<file path="config.mk">
export PLATFORM = sky130hd
export DESIGN_NAME = tcce_queue
export DESIGN_NICKNAME = d
export VERILOG_FILES = /design/src/rtl/core/text_console_char_engine_unit_assert.svh /design/src/rtl/core/tcce_pkg.sv /design/src/rtl/core/tcce_queue.sv
export SDC_FILE = /design/constraint.sdc
export NUM_CORES = 1
export LEC_CHECK = 0
export BUFFER_PORTS_ARGS = -buffer_cell sky130_fd_sc_hd__buf_4
export CORE_MARGIN = 3
export CORE_UTILIZATION = 50
export DETAILED_ROUTE_END_ITERATION = 12
export GPL_ROUTABILITY_DRIVEN = 0
export PLACE_DENSITY = 0.89
export SLEW_MARGIN = 5
export SYNTH_ARGS = -nofsm -noshare
export SYNTH_HDL_FRONTEND = slang
export SYNTH_SLANG_ARGS = --single-unit
</file>
<file path="constraint.sdc">
create_clock -name clk -period 4.3 [get_ports clk]
set_input_delay 0.215 -clock clk [delete_from_list [all_inputs] [get_ports clk]]
set_output_delay 0.215 -clock clk [all_outputs]
set_load 0.005 [all_outputs]
</file>
<file path="src/rtl/core/text_console_char_engine_unit_assert.svh">
// assertion macros for the console engine back end
`ifndef TEXT_CONSOLE_CHAR_ENGINE_UNIT_ASSERT_SVH
`define TEXT_CONSOLE_CHAR_ENGINE_UNIT_ASSERT_SVH

// property that must hold at every clock edge out of reset
`define TCCE_ASSERT(label, prop, msg) \
    label: assert property (@(posedge clk) disable iff (!rst_n) (prop)) else $error(msg);

// condition in one cycle implies a condition in the next cycle
`define TCCE_ASSERT_NEXT(label, pre, post, msg) \
    label: assert property (@(posedge clk) disable iff (!rst_n) (pre) |=> (post)) \
        else $error(msg);

`endif

</file>
<file path="src/rtl/core/tcce_pkg.sv">
// types, constants and helpers of the text console character engine
`default_nettype none

package tcce_pkg;

    // screen geometry
    localparam int COLUMNS = 80;
    localparam int ROWS    = 25;
    localparam int CELLS   = ROWS * COLUMNS;

    // field widths
    localparam int ROW_W  = 6;
    localparam int COL_W  = 7;
    localparam int CHAR_W = 8;
    localparam int ATTR_W = 8;
    localparam int CELL_W = CHAR_W + ATTR_W;
    localparam int ADDR_W = $clog2(CELLS);
    localparam int LIN_W  = ROW_W + COL_W;

    // command queue between front and back
    localparam int QDEPTH = 2;
    localparam int QPTR_W = $clog2(QDEPTH);
    localparam int QCNT_W = $clog2(QDEPTH + 1);

    // character codes
    localparam logic [CHAR_W-1:0] CH_BS        = 8'd8;
    localparam logic [CHAR_W-1:0] CH_TAB       = 8'd9;
    localparam logic [CHAR_W-1:0] CH_LF        = 8'd10;
    localparam logic [CHAR_W-1:0] CH_FF        = 8'd12;
    localparam logic [CHAR_W-1:0] CH_CR        = 8'd13;
    localparam logic [CHAR_W-1:0] CH_CTRL_LAST = 8'd31;
    localparam logic [CHAR_W-1:0] CH_DEL       = 8'd127;
    localparam logic [CHAR_W-1:0] CH_SPACE     = 8'h20;

    localparam int TAB_STEP = 8;

    localparam logic [ATTR_W-1:0] ATTR_RESET = 8'h0F;
    localparam logic [CELL_W-1:0] RESET_CELL = {ATTR_RESET, CH_SPACE};

    typedef enum logic [1:0] {
        OP_KERNEL     = 2'd0,
        OP_KEYBOARD   = 2'd1,
        OP_SET_CURSOR = 2'd2,
        OP_READ_CELL  = 2'd3
    } opcode_t;

    // classified command kinds
    typedef enum logic [3:0] {
        K_PUT,
        K_BACK,
        K_TAB,
        K_LF,
        K_CR,
        K_FF,
        K_NOP,
        K_SETCUR,
        K_READ
    } kind_t;

    typedef enum logic [2:0] {
        ST_INIT,
        ST_RUN,
        ST_ERASE,
        ST_READ,
        ST_COPY,
        ST_DRAIN,
        ST_FILL
    } back_state_t;

    typedef struct packed {
        logic [1:0]        opcode;
        logic [CHAR_W-1:0] char_code;
        logic              end_of_text;
        logic [ROW_W-1:0]  target_row;
        logic [COL_W-1:0]  target_col;
    } in_item_t;

    typedef struct packed {
        logic [ROW_W-1:0]  cursor_row;
        logic [COL_W-1:0]  cursor_col;
        logic [CHAR_W-1:0] cell_char;
        logic [ATTR_W-1:0] cell_attr;
        logic              status;
    } out_item_t;

    typedef struct packed {
        kind_t             kind;
        logic [CHAR_W-1:0] ch;
        logic              eot;
        logic              in_range;
        logic [ROW_W-1:0]  row;
        logic [COL_W-1:0]  col;
        logic [ADDR_W-1:0] addr;
    } cmd_t;

    typedef struct packed {
        logic valid;
        cmd_t cmd;
    } q_head_t;

    // linear cell address of a position on screen
    function automatic logic [ADDR_W-1:0] cell_addr(
        input logic [ROW_W-1:0] row,
        input logic [COL_W-1:0] col
    );
        logic [LIN_W-1:0] lin;
        lin = LIN_W'(row) * LIN_W'(COLUMNS) + LIN_W'(col);
        return lin[ADDR_W-1:0];
    endfunction

endpackage

`default_nettype wire

</file>
<file path="src/rtl/core/tcce_queue.sv">
// short command queue between front and back
`default_nettype none

module tcce_queue import tcce_pkg::*; (
    input  logic    clk,
    input  logic    rst_n,
    input  logic    push,
    input  cmd_t    cmd_in,
    input  logic    pop,
    output logic    full,
    output q_head_t head
);

    cmd_t              entries_reg [QDEPTH];
    logic [QPTR_W-1:0] wr_ptr_reg, wr_ptr_next;
    logic [QPTR_W-1:0] rd_ptr_reg, rd_ptr_next;
    logic [QCNT_W-1:0] cnt_reg, cnt_next;

    function automatic logic [QPTR_W-1:0] ptr_inc(input logic [QPTR_W-1:0] p);
        if (p == QPTR_W'(QDEPTH - 1))
            return '0;
        return p + 1'b1;
    endfunction

    assign full       = (cnt_reg == QCNT_W'(QDEPTH));
    assign head.valid = (cnt_reg != '0);
    assign head.cmd   = entries_reg[rd_ptr_reg];

    // pointer and count update
    always_comb
    begin
        wr_ptr_next = push ? ptr_inc(wr_ptr_reg) : wr_ptr_reg;
        rd_ptr_next = pop ? ptr_inc(rd_ptr_reg) : rd_ptr_reg;
        cnt_next    = cnt_reg;
        if (push && !pop)
            cnt_next = cnt_reg + 1'b1;
        else if (pop && !push)
            cnt_next = cnt_reg - 1'b1;
    end

    always_ff @(posedge clk or negedge rst_n)
    begin
        if (!rst_n)
        begin
            wr_ptr_reg <= '0;
            rd_ptr_reg <= '0;
            cnt_reg    <= '0;
        end
        else
        begin
            wr_ptr_reg <= wr_ptr_next;
            rd_ptr_reg <= rd_ptr_next;
            cnt_reg    <= cnt_next;
        end
    end

    // entry storage
    always_ff @(posedge clk)
    begin
        if (push)
            entries_reg[wr_ptr_reg] <= cmd_in;
    end

endmodule

`default_nettype wire

</file>
==> flow_summary.toml <==
[clock_tree]
clk_latency_ns = 0.34
cts_resized = 0
cts_setup_buffers = 0
numClockSinks = 80
cts_buffers = 9
h-tree-depth = 3
cts.path.max_buffers = 2
cts_root_buffer = "clkbuf_8"
cts_tree = "built"
clk_pin_slew_ns = 0.08

[hold_path]
hold_start = "cmd_in[14]"
min_path_type = "input pin to register"
whs_path_depth = 1
min_to = "entries_reg[1][14]$_DFFE_PP_"

[grt]
antenna_found_initial = 0
grt_pass1_wl_um = 8093
grt_start_max_net_pins = 40
grt_pass1_vias = 1574
overflow = 0
grt_usage_pct = 15.21

[synthesis]
syn_area_um2 = 2978
synth-edff-count = 76
yosysMostFrequentCell = "edfxtp_1"
synth-xor-area-share_pct = 1.471
yosys.area.top_type = "edfxtp_1"
synth_compound_area_share_pct = 0
synth_common_cells = "edfxtp_1 (76), mux2_2 (28), mux2_4 (10)"
seq_area_frac_synth_pct = 80.00
synth_top_family_by_area = "multiplexers"
synth_cell_type_count = 15
synth-simple-area-share_pct = 0.9664
synth_cells = 134
synth_top_area_share_pct = 76.64
synth-seq-cells = 80
synthTopCellsByArea = "edfxtp_1 (77%), mux2_2 (11%), mux2_4 (5.0%)"
yosys_warnings = 0
synth_fa_ha_area_share_pct = 0.4202
ys.flop_type = "edfxtp_1"
synth.avg_cell_area_um2 = 22.22
synthMuxAreaShare_pct = 15.63
async_flop_share_pct = 5.000
syn_nets = 177

[die]
die_w_um = 83.18
fp-row-count = 27
start_util_pct = 52.78
die_h_um = 83.18
io_pins = 82
fp.dieArea_um2 = 6918
core_region_area_um2 = 5642

[setup_path]
reg2reg_to = "entries_reg[0][8]$_DFFE_PP_"
crit_arrival_ns = 1.95
worstPathRequired_ns = 4.09
startpoint = "rd_ptr_reg$_DFFE_PN0P_"
path_max_fanout = 39
crit_path_end_kind = "output port"
worstRegToRegCells = 1
critPathKind = "register to output port"
r2r_setup_slack_ns = 2.62
rr_startpoint = "wr_ptr_reg$_DFFE_PN0P_"
cp-start-kind = "register"

[drt]
route.met3.wl_um = 373
wl_met1_um = 2162
initialDrtViolationCount = 74
viasPerCell = 4.943
drt_pass1_iterations = 4
top_layer_used = "met4"
ant_nets = 0
wl_met2_um = 2285
vias = 1483
drc = 0
wl_um = 4924
wire_per_inst_um = 16.41

[timing]
fmax_mhz = 463.0
fin_crit_ns = 2.160
skew_ns = 0.007034
setup_violations = 0
finalHoldViolations = 0
maxSlewViolCount = 0
min_period_over_period_pct = 50.23
worst_slew_margin_rel_pct = 28.34
rsz0062_at_grt = "false"
worst_pin_slew_ns = 1.073
hold_slack_ns = 0.05704
setup_tns_ns = 0

[power]
ir_drop_uv = 466.3
report.power.total_uw = 2254
swShare_pct = 26.38
power_frac_seq_pct = 51.6
intPower_uw = 1659
leakagePower_uw = 0.001469
p_sw_uw = 594.6
pwr-share-clk_pct = 19.9
p_per_area_nw_per_um2 = 590.3
comb_power_share_pct = 28.5

[cells_and_area]
largest_register_ffs = 76
antennaDiodeCount = 0
nFillCells = 410
drive_gt1_share_pct = 59.65
nNetsFinal = 266
area_delta_synth_final_pct = 28.19

[job]
drv_cap = 0

[place]
port_buffers = 81
dp_hpwl_um = 3259

[outcome]
outcome = "finished clean"
==> repair_timing <==
| action | 4_1_cts | 5_1_grt |
|---|---|---|
| endpoints found under the setup margin | 0 | 0 |
| endpoints found under the hold margin | 4 | 0 |
| hold buffers | 1 | 0 |
==> stage by stage <==
step	cells	utilization [%]	instance area, um2	setup WS (ns)
after floorplan	134	-	2978	1.757
after global placement	283	64.60	3645	2.484
after detailed placement	283	64.60	3645	2.491
after CTS	300	67.66	3817	2.119
after global routing	300	67.66	3817	2.021
final	300	67.66	3817	2.140
==> cell usage in the layout, fill, tap and decap left out, types with 3 or more instances in the layout <==
master | synthesis | layout
clkinv_1 | 0 | 3
edfxtp_1 | 76 | 76
mux2_2 | 28 | 28
clkbuf_8 | 0 | 9
mux2_4 | 10 | 10
xor2_1 | 4 | 4
dfrtp_1 | 4 | 3
buf_4 | 2 | 81
clkinvlp_4 | 0 | 3
==> how the worst max path moves through the flow <==
stage | endpoint | slack [ns] | depth (start not counted)
floorplan | entries_reg[0][0]$_DFFE_PP_ | 1.76 | 1
global placement | head[30] | 2.48 | 2
detailed placement | head[12] | 2.49 | 2
CTS | head[12] | 2.12 | 2
global route | head[9] | 2.02 | 2
finish | head[9] | 2.14 | 2
==> layout make-up <==
type / count / area [um2] / share of cell area [%]
timing repair buffer: 82 / 618.1 / 16.19
multi-input combinational: 49 / 559.3 / 14.65
sequential: 80 / 2384 / 62.44
tap: 72 / 90.09 / 2.360
inverter: 1 / 3.754 / 0.09833
clock inverter: 7 / 38.79 / 1.016
clock buffer: 9 / 123.9 / 3.245
==> logic make-up after synthesis <==
kind of cell	after synthesis
XOR/XNOR	5
flip-flops	80
multiplexers	38
AND/OR/NAND/NOR	5
buffers and inverters	5
adder cells (fa/ha/maj)	1
==> layer usage <==
layer,global-route usage [%],up-vias
li1,-,696
met1,20.22,701
met5,0,-
met4,7.578,0
met3,4.663,13
met2,22.81,73
==> critical path, cell delays in order (launching register included) <==
cell,delay (ns)
dfrtp_2,1.00
mux2_2,0.43
buf_4,0.14
==> power by group through the flow <==
stage | Sequential, uW | Combinational (uW) | Clock, uW
2_1_floorplan | 1090 | 421 | 0
3_3_place_gp | 1180 | 645 | 0
3_5_place_dp | 1190 | 653 | 0
4_1_cts | 1170 | 657 | 463
5_1_grt | 1190 | 691 | 499
6_report | 1160 | 642 | 448
(Power assumes the default switching activity.)
