`config.mk`:
```
export PLATFORM = sky130hd
export DESIGN_NAME = tcce_front
export DESIGN_NICKNAME = d
export VERILOG_FILES = /design/src/rtl/core/text_console_char_engine_unit_assert.svh /design/src/rtl/core/tcce_pkg.sv /design/src/rtl/core/tcce_front.sv
export SDC_FILE = /design/constraint.sdc
export NUM_CORES = 1
export LEC_CHECK = 0
export ABC_AREA = 1
export CAP_MARGIN = 20
export CORE_MARGIN = 1.5
export CORE_UTILIZATION = 49
export DETAILED_ROUTE_END_ITERATION = 10
export DONT_BUFFER_PORTS = 1
export MAX_ROUTING_LAYER = met4
export PLACE_DENSITY = 0.71
export SYNTH_ARGS = -nofsm -noshare
export SYNTH_HDL_FRONTEND = slang
export SYNTH_SLANG_ARGS = --single-unit
```
`constraint.sdc`:
```
create_clock -name vclk -period 2.6
set_clock_uncertainty 0.2 [all_clocks]
set_input_delay 0.13 -clock vclk [all_inputs]
set_output_delay 0.13 -clock vclk [all_outputs]
set_load 0.01 [all_outputs]
```
`src/rtl/core/text_console_char_engine_unit_assert.svh`:
```
// assertion macros for the console engine back end
`ifndef TEXT_CONSOLE_CHAR_ENGINE_UNIT_ASSERT_SVH
`define TEXT_CONSOLE_CHAR_ENGINE_UNIT_ASSERT_SVH

// property that must hold at every clock edge out of reset
`define TCCE_ASSERT(label, prop, msg) \
    label: assert property (@(posedge clk) disable iff (!rst_n) (prop)) else $error(msg);

// condition in one cycle implies a condition in the next cycle
`define TCCE_ASSERT_NEXT(label, pre, post, msg) \
    label: assert property (@(posedge clk) disable iff (!rst_n) (pre) |=> (post)) \
        else $error(msg);

`endif

```
`src/rtl/core/tcce_pkg.sv`:
```
// types, constants and helpers of the text console character engine
`default_nettype none

package tcce_pkg;

    // screen geometry
    localparam int COLUMNS = 80;
    localparam int ROWS    = 25;
    localparam int CELLS   = ROWS * COLUMNS;

    // field widths
    localparam int ROW_W  = 6;
    localparam int COL_W  = 7;
    localparam int CHAR_W = 8;
    localparam int ATTR_W = 8;
    localparam int CELL_W = CHAR_W + ATTR_W;
    localparam int ADDR_W = $clog2(CELLS);
    localparam int LIN_W  = ROW_W + COL_W;

    // command queue between front and back
    localparam int QDEPTH = 2;
    localparam int QPTR_W = $clog2(QDEPTH);
    localparam int QCNT_W = $clog2(QDEPTH + 1);

    // character codes
    localparam logic [CHAR_W-1:0] CH_BS        = 8'd8;
    localparam logic [CHAR_W-1:0] CH_TAB       = 8'd9;
    localparam logic [CHAR_W-1:0] CH_LF        = 8'd10;
    localparam logic [CHAR_W-1:0] CH_FF        = 8'd12;
    localparam logic [CHAR_W-1:0] CH_CR        = 8'd13;
    localparam logic [CHAR_W-1:0] CH_CTRL_LAST = 8'd31;
    localparam logic [CHAR_W-1:0] CH_DEL       = 8'd127;
    localparam logic [CHAR_W-1:0] CH_SPACE     = 8'h20;

    localparam int TAB_STEP = 8;

    localparam logic [ATTR_W-1:0] ATTR_RESET = 8'h0F;
    localparam logic [CELL_W-1:0] RESET_CELL = {ATTR_RESET, CH_SPACE};

    typedef enum logic [1:0] {
        OP_KERNEL     = 2'd0,
        OP_KEYBOARD   = 2'd1,
        OP_SET_CURSOR = 2'd2,
        OP_READ_CELL  = 2'd3
    } opcode_t;

    // classified command kinds
    typedef enum logic [3:0] {
        K_PUT,
        K_BACK,
        K_TAB,
        K_LF,
        K_CR,
        K_FF,
        K_NOP,
        K_SETCUR,
        K_READ
    } kind_t;

    typedef enum logic [2:0] {
        ST_INIT,
        ST_RUN,
        ST_ERASE,
        ST_READ,
        ST_COPY,
        ST_DRAIN,
        ST_FILL
    } back_state_t;

    typedef struct packed {
        logic [1:0]        opcode;
        logic [CHAR_W-1:0] char_code;
        logic              end_of_text;
        logic [ROW_W-1:0]  target_row;
        logic [COL_W-1:0]  target_col;
    } in_item_t;

    typedef struct packed {
        logic [ROW_W-1:0]  cursor_row;
        logic [COL_W-1:0]  cursor_col;
        logic [CHAR_W-1:0] cell_char;
        logic [ATTR_W-1:0] cell_attr;
        logic              status;
    } out_item_t;

    typedef struct packed {
        kind_t             kind;
        logic [CHAR_W-1:0] ch;
        logic              eot;
        logic              in_range;
        logic [ROW_W-1:0]  row;
        logic [COL_W-1:0]  col;
        logic [ADDR_W-1:0] addr;
    } cmd_t;

    typedef struct packed {
        logic valid;
        cmd_t cmd;
    } q_head_t;

    // linear cell address of a position on screen
    function automatic logic [ADDR_W-1:0] cell_addr(
        input logic [ROW_W-1:0] row,
        input logic [COL_W-1:0] col
    );
        logic [LIN_W-1:0] lin;
        lin = LIN_W'(row) * LIN_W'(COLUMNS) + LIN_W'(col);
        return lin[ADDR_W-1:0];
    endfunction

endpackage

`default_nettype wire

```
`src/rtl/core/tcce_front.sv`:
```
// front end: takes items and classifies them into commands
`default_nettype none

module tcce_front import tcce_pkg::*; (
    input  logic     start,
    output logic     busy,
    input  in_item_t item,
    input  logic     q_full,
    input  logic     init_busy,
    output logic     push,
    output cmd_t     cmd
);

    logic  printable;
    kind_t char_kind;

    // accept handshake
    assign busy = q_full | init_busy;
    assign push = start & ~busy;

    // character classification
    always_comb
    begin
        printable = (item.char_code > CH_CTRL_LAST) && (item.char_code < CH_DEL);
        char_kind = K_NOP;
        priority if (printable)
        begin
            char_kind = K_PUT;
        end
        else
        begin
            unique case (item.char_code)
                CH_BS:   char_kind = K_BACK;
                CH_TAB:  char_kind = K_TAB;
                CH_LF:   char_kind = K_LF;
                CH_FF:   char_kind = K_FF;
                CH_CR:   char_kind = K_CR;
                default: char_kind = K_NOP;
            endcase
        end
    end

    // command build
    always_comb
    begin
        cmd.ch       = item.char_code;
        cmd.eot      = (item.opcode == OP_KERNEL) && item.end_of_text;
        cmd.row      = item.target_row;
        cmd.col      = item.target_col;
        cmd.in_range = ({1'b0, item.target_row} < (ROW_W + 1)'(ROWS)) &&
                       ({1'b0, item.target_col} < (COL_W + 1)'(COLUMNS));
        cmd.addr     = cell_addr(item.target_row, item.target_col);
        unique case (opcode_t'(item.opcode))
            OP_KERNEL,
            OP_KEYBOARD:   cmd.kind = char_kind;
            OP_SET_CURSOR: cmd.kind = K_SETCUR;
            OP_READ_CELL:  cmd.kind = K_READ;
            default:       cmd.kind = K_NOP;
        endcase
    end

endmodule

`default_nettype wire

```
==> impl_results.md, run 1 <==
- Share of cells above drive strength 1: under 10%
- Pin count of the biggest net entering global routing: 6
- Seq/Total Area, Yosys: 0%
- Mapped Area: 716 um^2
- Multi-input gate area in the final layout: approximately 480 um^2
- Slew @ Worst Pin: roughly 0.46 ns
- P_leak: ~0.30 nW
- Critical Path Slowest Stage Cell: fa_1
- Die W: between 40 and 50 um
- Die area: ~0.0017 mm^2
- CTS resizes: 0
- Placed cells: roughly 100
- Total Wirelength: 1390 um
- Netlist cell types: 19
- Buffers on Ports: 0
- Peak VDD IR: between 150 and 200 uV
- Cts hold-fix bufs: 0
- Most common cell after layout, fill and taps aside: nand2_1
- Flip-flop and latch count: 0
- Initial antenna violation count: 0
- Slew Limit Headroom: 68.9%
- Crit path capture type: primary output
- Post-synthesis compound-gate area fraction: approximately 7.5%
- Clock buf count: 0
- Crit-path cells: ha_1 -> ha_1 -> fa_1 -> nand2_1 -> nor2_2 -> inv_1 -> nand2_1 -> nand2_1
- Area Overhead vs Synth: -23.6%
- Detailed placement HPWL: 1250 um
- Fillers: roughly 150
- Core ar.: between 0.001 and 0.0015 mm^2
- Yosys Warn Count: 0
- First-iteration detailed-routing DRC count: 6
- Gr usage total: 16.1%
- Worst hold path class: input pin to primary output
- Synth Area per Inst: between 6 and 7 um^2
- Routed WL per cell: between 10 and 15 um
- Setup TNS: 0 ns
- GPL Wtd Cong: approximately 0.63
- Via density: around 5.5
- Pins Over Slew Limit: 0
- F_max: ~0.52 GHz
- Status: complete, no violations
- Synth Instances: 112
- First-pass GRT wire length: 1830 um
- Crit share post-route: about three quarters
- Rows: 13
- Initial DRT Pass Iterations: 4
- Die height: ~41 um
- Synth Area in XOR/XNOR: under 10%
- Largest family of logic cells by synthesized area: buffers and inverters
- Unrepaired setup endpoints after global routing: false
- Fin cells: around 100
- Final Setup Violations: 0
- Largest stage delay, worst path: approximately 0.55 ns
- Via count: between 500 and 600
- Multiplexer area fraction after synthesis: 0%
- Total Nets Final: 128
- # diodes: 0
- Critical path arrival: about 1.6 ns
- Adder-cell share of the synthesized area: around 23%
- Residual overflow from global routing: 0
- Post-CTS Setup Bufs: 0
- Hold Vio Cnt, Final: 0
- Vias in the first global route: approximately 450
- Register area: 0 um^2
- WP data required: between 2 and 2.5 ns
- Syn_nets: around 150
- Hold depth: 0
- Crit path time final: approximately 1.9 ns
- Crit path top cell by count: nand2_1
- WHS: approximately 0.06 ns
- Crit start category: input pin
- Pwr per Cell Area: around 230 mW/mm^2
- Max FO, Critical Path: 4
- Kind of critical path: input pin to primary output
- Initial Utilization: 53.7%
- I/O Pins: 67
- Simple-Gate Fraction of Synth Area: a little over a quarter
- Residual DRC count: 0
- Antenna viol nets, final: 0
- Max cap viols: 0
- Most frequent cells in the layout: 26 x nand2_1, 13 x inv_1, 10 x nor2_1, 10 x ha_1
## kinds of logic (layout without fill, tap and decap cells)
| group | count (synthesis) | in the layout |
|---|---|---|
| AO/OA/AOI/OAI | 8 | 8 |
| buffers and inverters | 38 | 13 |
| adder cells (fa/ha/maj) | 12 | 12 |
| XOR/XNOR | 8 | 8 |
| AND/OR/NAND/NOR | 46 | 46 |
## area by class of cell
type                       count  area share [%]
inverter                      13            8.92
multi-input combinational     74            87.6
tap                           15            3.43
## worst max-delay path, delay by kind of cell
| kind | cells | cell delay, ns |
|---|---|---|
| fa+ha+maj | 3 | 1.06 |
| buf+inv | 1 | 0.05 |
| simple gates | 4 | 0.33 |
## metal layers
layer	up-vias	track usage (%)	part of all wire (%)
met4	0	0	0
met1	241	17.6	36
met3	0	2.17	9.8
li1	279	-	-
met2	37	32.0	54
met5	-	-	0
## where the power goes
part / total (mW) / switching (mW) / internal (mW)
sequential: 0 / 0 / 0
combinational: 0.126 / 0.0789 / 0.0468
clock: 0 / 0 / 0
total: 0.126 / 0.0789 / 0.0468
## synth_stat cells (all sizes together)
cell     count  area, um^2
nand3        5        25.0
inv         13        48.8
xnor2        3        26.3
nor2        11        43.8
or2          2        12.5
and2         1        6.26
fa           2        40.0
o2111ai      1        8.76
o21ai        2        13.8
ha          10         125
a311oi       1        8.76
a21oi        3        15.0
nor3         1        5.00
o21a         1        7.51
xor2         5        43.8
nand2       26        97.6
buf         25         188
## per-stage QoR
step	utilization, %	power [mW]	worst slack [ns]	instance area, um^2
after floorplan	-	0.149	0.783	716
after global placement	41.0	0.121	0.730	547
after global routing	41.0	0.143	0.584	547
final	41.0	0.126	0.689	547
after detailed placement	41.0	0.127	0.671	547
after CTS	41.0	0.128	0.677	547
## worst paths after layout
kind	startpoint	endpoint	slack, ns
max	item[8]	cmd[10]	0.69
min	item[1]	cmd[12]	0.06
(Power assumes the default switching activity.)
==> run 2: changes to the inputs <==
--- a/config.mk
+++ b/config.mk
@@ -5,11 +5,11 @@
 export SDC_FILE = /design/constraint.sdc
 export NUM_CORES = 1
 export LEC_CHECK = 0
-export ABC_AREA = 1
+export ABC_AREA = 0
 export CAP_MARGIN = 20
-export CORE_MARGIN = 1.5
-export CORE_UTILIZATION = 49
+export CORE_AREA = 2 2 39 41
 export DETAILED_ROUTE_END_ITERATION = 10
+export DIE_AREA = 0 0 41 43
 export DONT_BUFFER_PORTS = 1
 export MAX_ROUTING_LAYER = met4
 export PLACE_DENSITY = 0.71
==> constraint.sdc (replaced) <==
create_clock -name vclk -period 1.57
set_clock_uncertainty 0.2 [all_clocks]
set_input_delay 0.0785 -clock vclk [all_inputs]
set_output_delay 0.0785 -clock vclk [all_outputs]
set_load 0.01 [all_outputs]
==> run 2 against run 1 <==
The run now ends with negative setup slack left. Non-clock buffer count increased by 30. Global-route usage up 1.8 points. Synthesized cell count is 28% lower. Critical path depth decreased by 3. First-iteration DRC count is 67% lower. Design area grew 57%. Count of clock-buffer cells in the layout did not move. Worst setup slack got worse by 1.0 ns. Largest cell class unchanged.
==> impl_results.md, run 2 <==
- Detailed placement HPWL: 1000 um (-20%)
- Crit path top cell by count: ha_4
- Initial DRT Pass Iterations: 2 (-2)
- Adder-cell share of the synthesized area: 26.3% (+3.2 points)
- Largest stage delay, worst path: 0.53 ns (-0.02 ns)
- Register area: 0 um^2 (unchanged)
- Violated checks: negative setup slack
- Crit path time final: 1.88 ns
- Top cell type's share of synthesized area: 29.9% (+3.7 points)
- Unrepaired setup endpoints after global routing: true
- Share of cells above drive strength 1: 30.2% (+26 points)
- F_max: 0.533 GHz
- GPL Wtd Cong: 0.607 (-3.2%)
- First-iteration detailed-routing DRC count: 2 (-4)
- Seq/Total Area, Yosys: 0% (unchanged)
- Critical path arrival: 1.60 ns (+0.02 ns)
- Most common cell in the netlist: buf_4
- Total Wirelength: 1460 um (+5.2%)
- I/O Pins: 67 (unchanged)
- Core ar.: 0.00138 mm^2 (+3.8%)
- Pins Over Slew Limit: 0 (unchanged)
- Most common cell after layout, fill and taps aside: dlygate4sd3_1
- Flip-flop and latch count: 0 (unchanged)
- Peak VDD IR: 234 uV (+49%)
- Mapped Area: 628 um^2 (-12%)
- Routed WL per cell: 14.3 um (+5.2%)
- Kind of critical path: input pin to primary output
- Post-synthesis compound-gate area fraction: 13.3% (+5.8 points)
- Max FO, Critical Path: 5 (+1)
- Buffers on Ports: 0 (unchanged)
- P_leak: 0.369 nW (+22%)
- WP data required: 1.29 ns (-0.98 ns)
- Max cap viols: 0 (unchanged)
- Crit path capture type: primary output
- Netlist cell types: 27 (+8)
- Final Total Pwr: 403 uW (+220%)
- Multiplexer area fraction after synthesis: 0% (unchanged)
- Yosys Warn Count: 0 (unchanged)
- Pin count of the biggest net entering global routing: 7 (+1)
- Crit share post-route: 119%
- Gr usage total: 17.9% (+1.8 points)
- Syn_nets: 120 (-21%)
- Ranking of synthesized cells by area: buf_4 30%, ha_1 20%, xnor2_1 9.8%
- Area Overhead vs Synth: 36.9%
- Synth Instances: 81 (-28%)
- Placed cells: 80 (-22%)
- Pwr per Cell Area: 468 mW/mm^2 (+100%)
- Vias in the first global route: 556 (+24%)
- Die height: 43 um (+4.3%)
- Crit-path cells: ha_4 -> ha_4 -> fa_2 -> or3b_4 -> xnor2_4
- Final Setup Violations: 3 (+3)
- Antenna viol nets, final: 0 (unchanged)
- Setup slack after layout: -0.306 ns (-0.996 ns)
- WHS: 0.00860 ns (-0.0514 ns)
- Total Nets Final: 127 (-0.78%)
- Via count: 549 (-1.4%)
- Residual DRC count: 0 (unchanged)
- Via density: 5.38 (-1.4%)
- Clock buf count: 0 (unchanged)
- # diodes: 0 (unchanged)
- Fin cells: 102 (unchanged)
- Crit start category: input pin
- Die area: 0.00176 mm^2 (+3.8%)
- Simple-Gate Fraction of Synth Area: 16.3% (-10 points)
- Most frequent cells in the layout: 21 x dlygate4sd3_1, 8 x buf_4, 6 x ha_1
- Cell taking the most area after synthesis: buf_4
- Critical Path Slowest Stage Cell: fa_2
- Fillers: 130 (-16%)
- Rows: 14 (+1)
- Largest family of logic cells by synthesized area: buffers and inverters
- Status: finished, violations left
- Initial Utilization: 45.4% (-8.3 points)
- Slew @ Worst Pin: 0.426 ns (-0.0378 ns)
- Initial antenna violation count: 0 (unchanged)
- Die W: 41 um (-0.52%)
- Hold Vio Cnt, Final: 0 (unchanged)
- Worst hold path class: input pin to primary output
- Synth Area in XOR/XNOR: 11.2% (+1.4 points)
- Slew Limit Headroom: 71.4% (+2.5 points)
- Residual overflow from global routing: 0 (unchanged)
- First-pass GRT wire length: 2240 um (+22%)
- Most common library cells after synthesis: 25 x buf_4, 10 x ha_1, 7 x xnor2_1
- Synth Area per Inst: 7.75 um^2 (+21%)
run 2: cell count changes in the layout (fill, tap and decap cells not counted), sizes merged, moves of 3 or more:
| cell | delta |
|---|---|
| buf | +9 |
| dlygate4sd3 | +21 |
| inv | -8 |
| nand2 | -25 |
| nand3 | -3 |
| nor2 | -6 |
| xnor2 | +4 |
| xor2 | -4 |
run 2: cell type report:
cell class,count,area [um^2],share of cell area [%]
Tap cell,16,20.0,2.33
Timing Repair Buffer,30,282,32.8
Inverter,5,18.8,2.18
Multi-Input combinational cell,51,539,62.7
run 2: path summary, 6_finish.rpt:
path	depth (start not counted)	slack (ns)	endpoint	start
worst max-delay path	5	-0.31	cmd[10]	item[8]
worst min-delay path	1	0.009	cmd[25]	item[23]
run 2: repair_timing:
action | 4_1_cts | 5_1_grt
pin swaps | 3 | 5
hold buffers | 21 | 0
setup endpoints to repair | 3 | 4
endpoints found under the hold margin | 25 | 0
setup buffers | 1 | 0
resized for setup | 8 | 6
run 2: critical path, delay by kind of cell:
family	cells	cell delay (ns)
xor gates and xnor gates	1	0.19
and+or+nand+nor	1	0.41
adders and majority gates	3	0.91
run 2: report_power, final:
group          internal [mW]  switching (mW)  leakage (nW)  total, mW
clock network              0               0             0          0
logic                  0.218           0.185         0.369      0.403
registers                  0               0             0          0
total                  0.218           0.185         0.369      0.403
run 2: metal layers:
| layer | vias to the layer above | track usage [%] | part of all wire (%) |
|---|---|---|---|
| li1 | 262 | - | - |
| met1 | 257 | 18.0 | 31 |
| met2 | 30 | 35.9 | 63 |
| met3 | 0 | 1.57 | 6.5 |
| met4 | 0 | 0 | 0 |
| met5 | - | - | 0 |
run 2: stage by stage:
step                      util, %  area, um^2  TNS [ns]  worst slack [ns]
after floorplan                 -         668    -0.314            -0.277
after global placement       40.5         561    -0.492            -0.264
after detailed placement     40.5         561    -0.570            -0.284
after CTS                    59.7         826    -0.668            -0.281
after global routing         62.1         860    -0.738            -0.339
final                        62.1         860    -0.649            -0.306
run 2: cells by family after synthesis:
group | after synthesis
xor gates and xnor gates | 8
AOI/OAI and AO/OA | 12
and+or+nand+nor | 19
adders and majority gates | 12
buffers and inverters | 30
==> run 3: changes to the inputs <==
--- a/config.mk
+++ b/config.mk
@@ -13,6 +13,7 @@
 export DONT_BUFFER_PORTS = 1
 export MAX_ROUTING_LAYER = met4
 export PLACE_DENSITY = 0.71
+export SKIP_LAST_GASP = 1
 export SYNTH_ARGS = -nofsm -noshare
 export SYNTH_HDL_FRONTEND = slang
 export SYNTH_SLANG_ARGS = --single-unit
==> run 3 against run 2 <==
The flow still finishes with violations (negative setup slack). Routed wire length down 2.1%. Flip-flop and latch count unchanged. Worst setup slack better by 0.0031 ns. Hold slack about the same. Design area unchanged. Highest routed layer unchanged.
==> impl_results.md, run 3 (same netlist as run 2, synthesis figures left out) <==
- Routed WL per cell: 14.0 um (-2.1%)
- I/O Pins: 67 (unchanged)
- Initial antenna violation count: 0 (unchanged)
- Setup slack after layout: -0.303 ns (+0.00309 ns)
- Max FO, Critical Path: 5 (unchanged)
- Rows: 14 (unchanged)
- Kind of critical path: input pin to primary output
- Most common cell after layout, fill and taps aside: dlygate4sd3_1
- Worst hold path class: input pin to primary output
- Share of cells above drive strength 1: 30.2% (unchanged)
- Status: finished, violations left
- Die area: 0.00176 mm^2 (unchanged)
- Final Total Pwr: 401 uW (-0.36%)
- Flip-flop and latch count: 0 (unchanged)
- Pins Over Slew Limit: 0 (unchanged)
- Slew Limit Headroom: 71.4% (unchanged)
- Core ar.: 0.00138 mm^2 (unchanged)
- Unrepaired setup endpoints after global routing: true
- Total Nets Final: 127 (unchanged)
- Residual overflow from global routing: 0 (unchanged)
- Critical path arrival: 1.59 ns (about the same)
- Gr usage total: 17.4% (-0.51 points)
- Register area: 0 um^2 (unchanged)
- Via count: 546 (-0.55%)
- Peak VDD IR: 196 uV (-16%)
- Final Setup Violations: 3 (unchanged)
- GPL Wtd Cong: 0.607 (unchanged)
- Initial Utilization: 45.4% (unchanged)
- Crit path time final: 1.87 ns (-0.00309 ns)
- First-iteration detailed-routing DRC count: 2 (unchanged)
- Area Overhead vs Synth: 36.9% (unchanged)
- Antenna viol nets, final: 0 (unchanged)
- F_max: 0.534 GHz (+0.17%)
- Slew @ Worst Pin: 0.426 ns (unchanged)
- Residual DRC count: 0 (unchanged)
- WP data required: 1.29 ns (about the same)
- Dpl ws: -0.284 ns (unchanged)
- Buffers on Ports: 0 (unchanged)
- Most frequent cells in the layout: 21 x dlygate4sd3_1, 8 x buf_4, 6 x ha_1
- Setup TNS: -0.640 ns (+0.00967 ns)
- Pwr per Cell Area: 467 mW/mm^2 (-0.36%)
- Vias in the first global route: 546 (-1.8%)
- Initial DRT Pass Iterations: 2 (unchanged)
- Violated checks: negative setup slack
- First-pass GRT wire length: 2170 um (-2.8%)
- Detailed placement HPWL: 1000 um (unchanged)
- Crit path capture type: primary output
- Via density: 5.35 (-0.55%)
- P_leak: 0.369 nW (unchanged)
- Crit start category: input pin
- Max cap viols: 0 (unchanged)
- # diodes: 0 (unchanged)
- Clock buf count: 0 (unchanged)
- Crit share post-route: 119% (-0.20 points)
- Die W: 41 um (unchanged)
- Pin count of the biggest net entering global routing: 7 (unchanged)
- Util after Layout: 62.1% (unchanged)
- Hold Vio Cnt, Final: 0 (unchanged)
- Total Wirelength: 1430 um (-2.1%)
- Fillers: 127 (-2.3%)
- Die height: 43 um (unchanged)
==> run 3: critical path, cell delays in order <==
cell	delay, ns
ha_4	0.22
ha_4	0.16
fa_2	0.53
or3b_4	0.41
xnor2_4	0.19
==> run 3: power breakdown <==
part           switching [mW]  total, mW  leakage [nW]  internal, mW
registers                   0          0             0             0
logic                   0.184      0.401         0.369         0.217
clock network               0          0             0             0
==> run 3: repair_timing <==
item / CTS / global route
gates cloned: 0 / 0
gates resized for setup: 7 / 7
setup endpoints to repair: 3 / 4
hold endpoints to repair: 25 / 0
hold buffers: 21 / 0
buffers inserted: 1 / 0
pin swaps: 3 / 5
==> run 3: path summary, 6_finish.rpt <==
kind / to / from / slack [ns] / cells after the start
max: cmd[10] / item[8] / -0.30 / 5
min: cmd[25] / item[23] / 0.009 / 1
==> run 3: routing by layer <==
layer | global-route usage, % | vias to the layer above | share of wire [%]
met5 | - | - | 0
met1 | 17.4 | 255 | 32
li1 | - | 262 | -
met3 | 1.57 | 0 | 6.4
met4 | 0 | 0 | 0
met2 | 35.0 | 29 | 62
==> run 3: final cells by class <==
class	instances	area (um^2)	area share (%)
inverter	5	18.8	2.18
multi-input combinational	51	539	62.7
tap	16	20.0	2.33
timing repair buffer	30	282	32.8
==> run 3: stage by stage <==
step,hold slack [ns],area [um^2],instances
3_3_place_gp,-0.0429,561,80
5_1_grt,0.0123,860,102
4_1_cts,0.00952,822,102
3_5_place_dp,-0.0429,561,80
6_report,0.00859,860,102
2_1_floorplan,0.00648,668,81
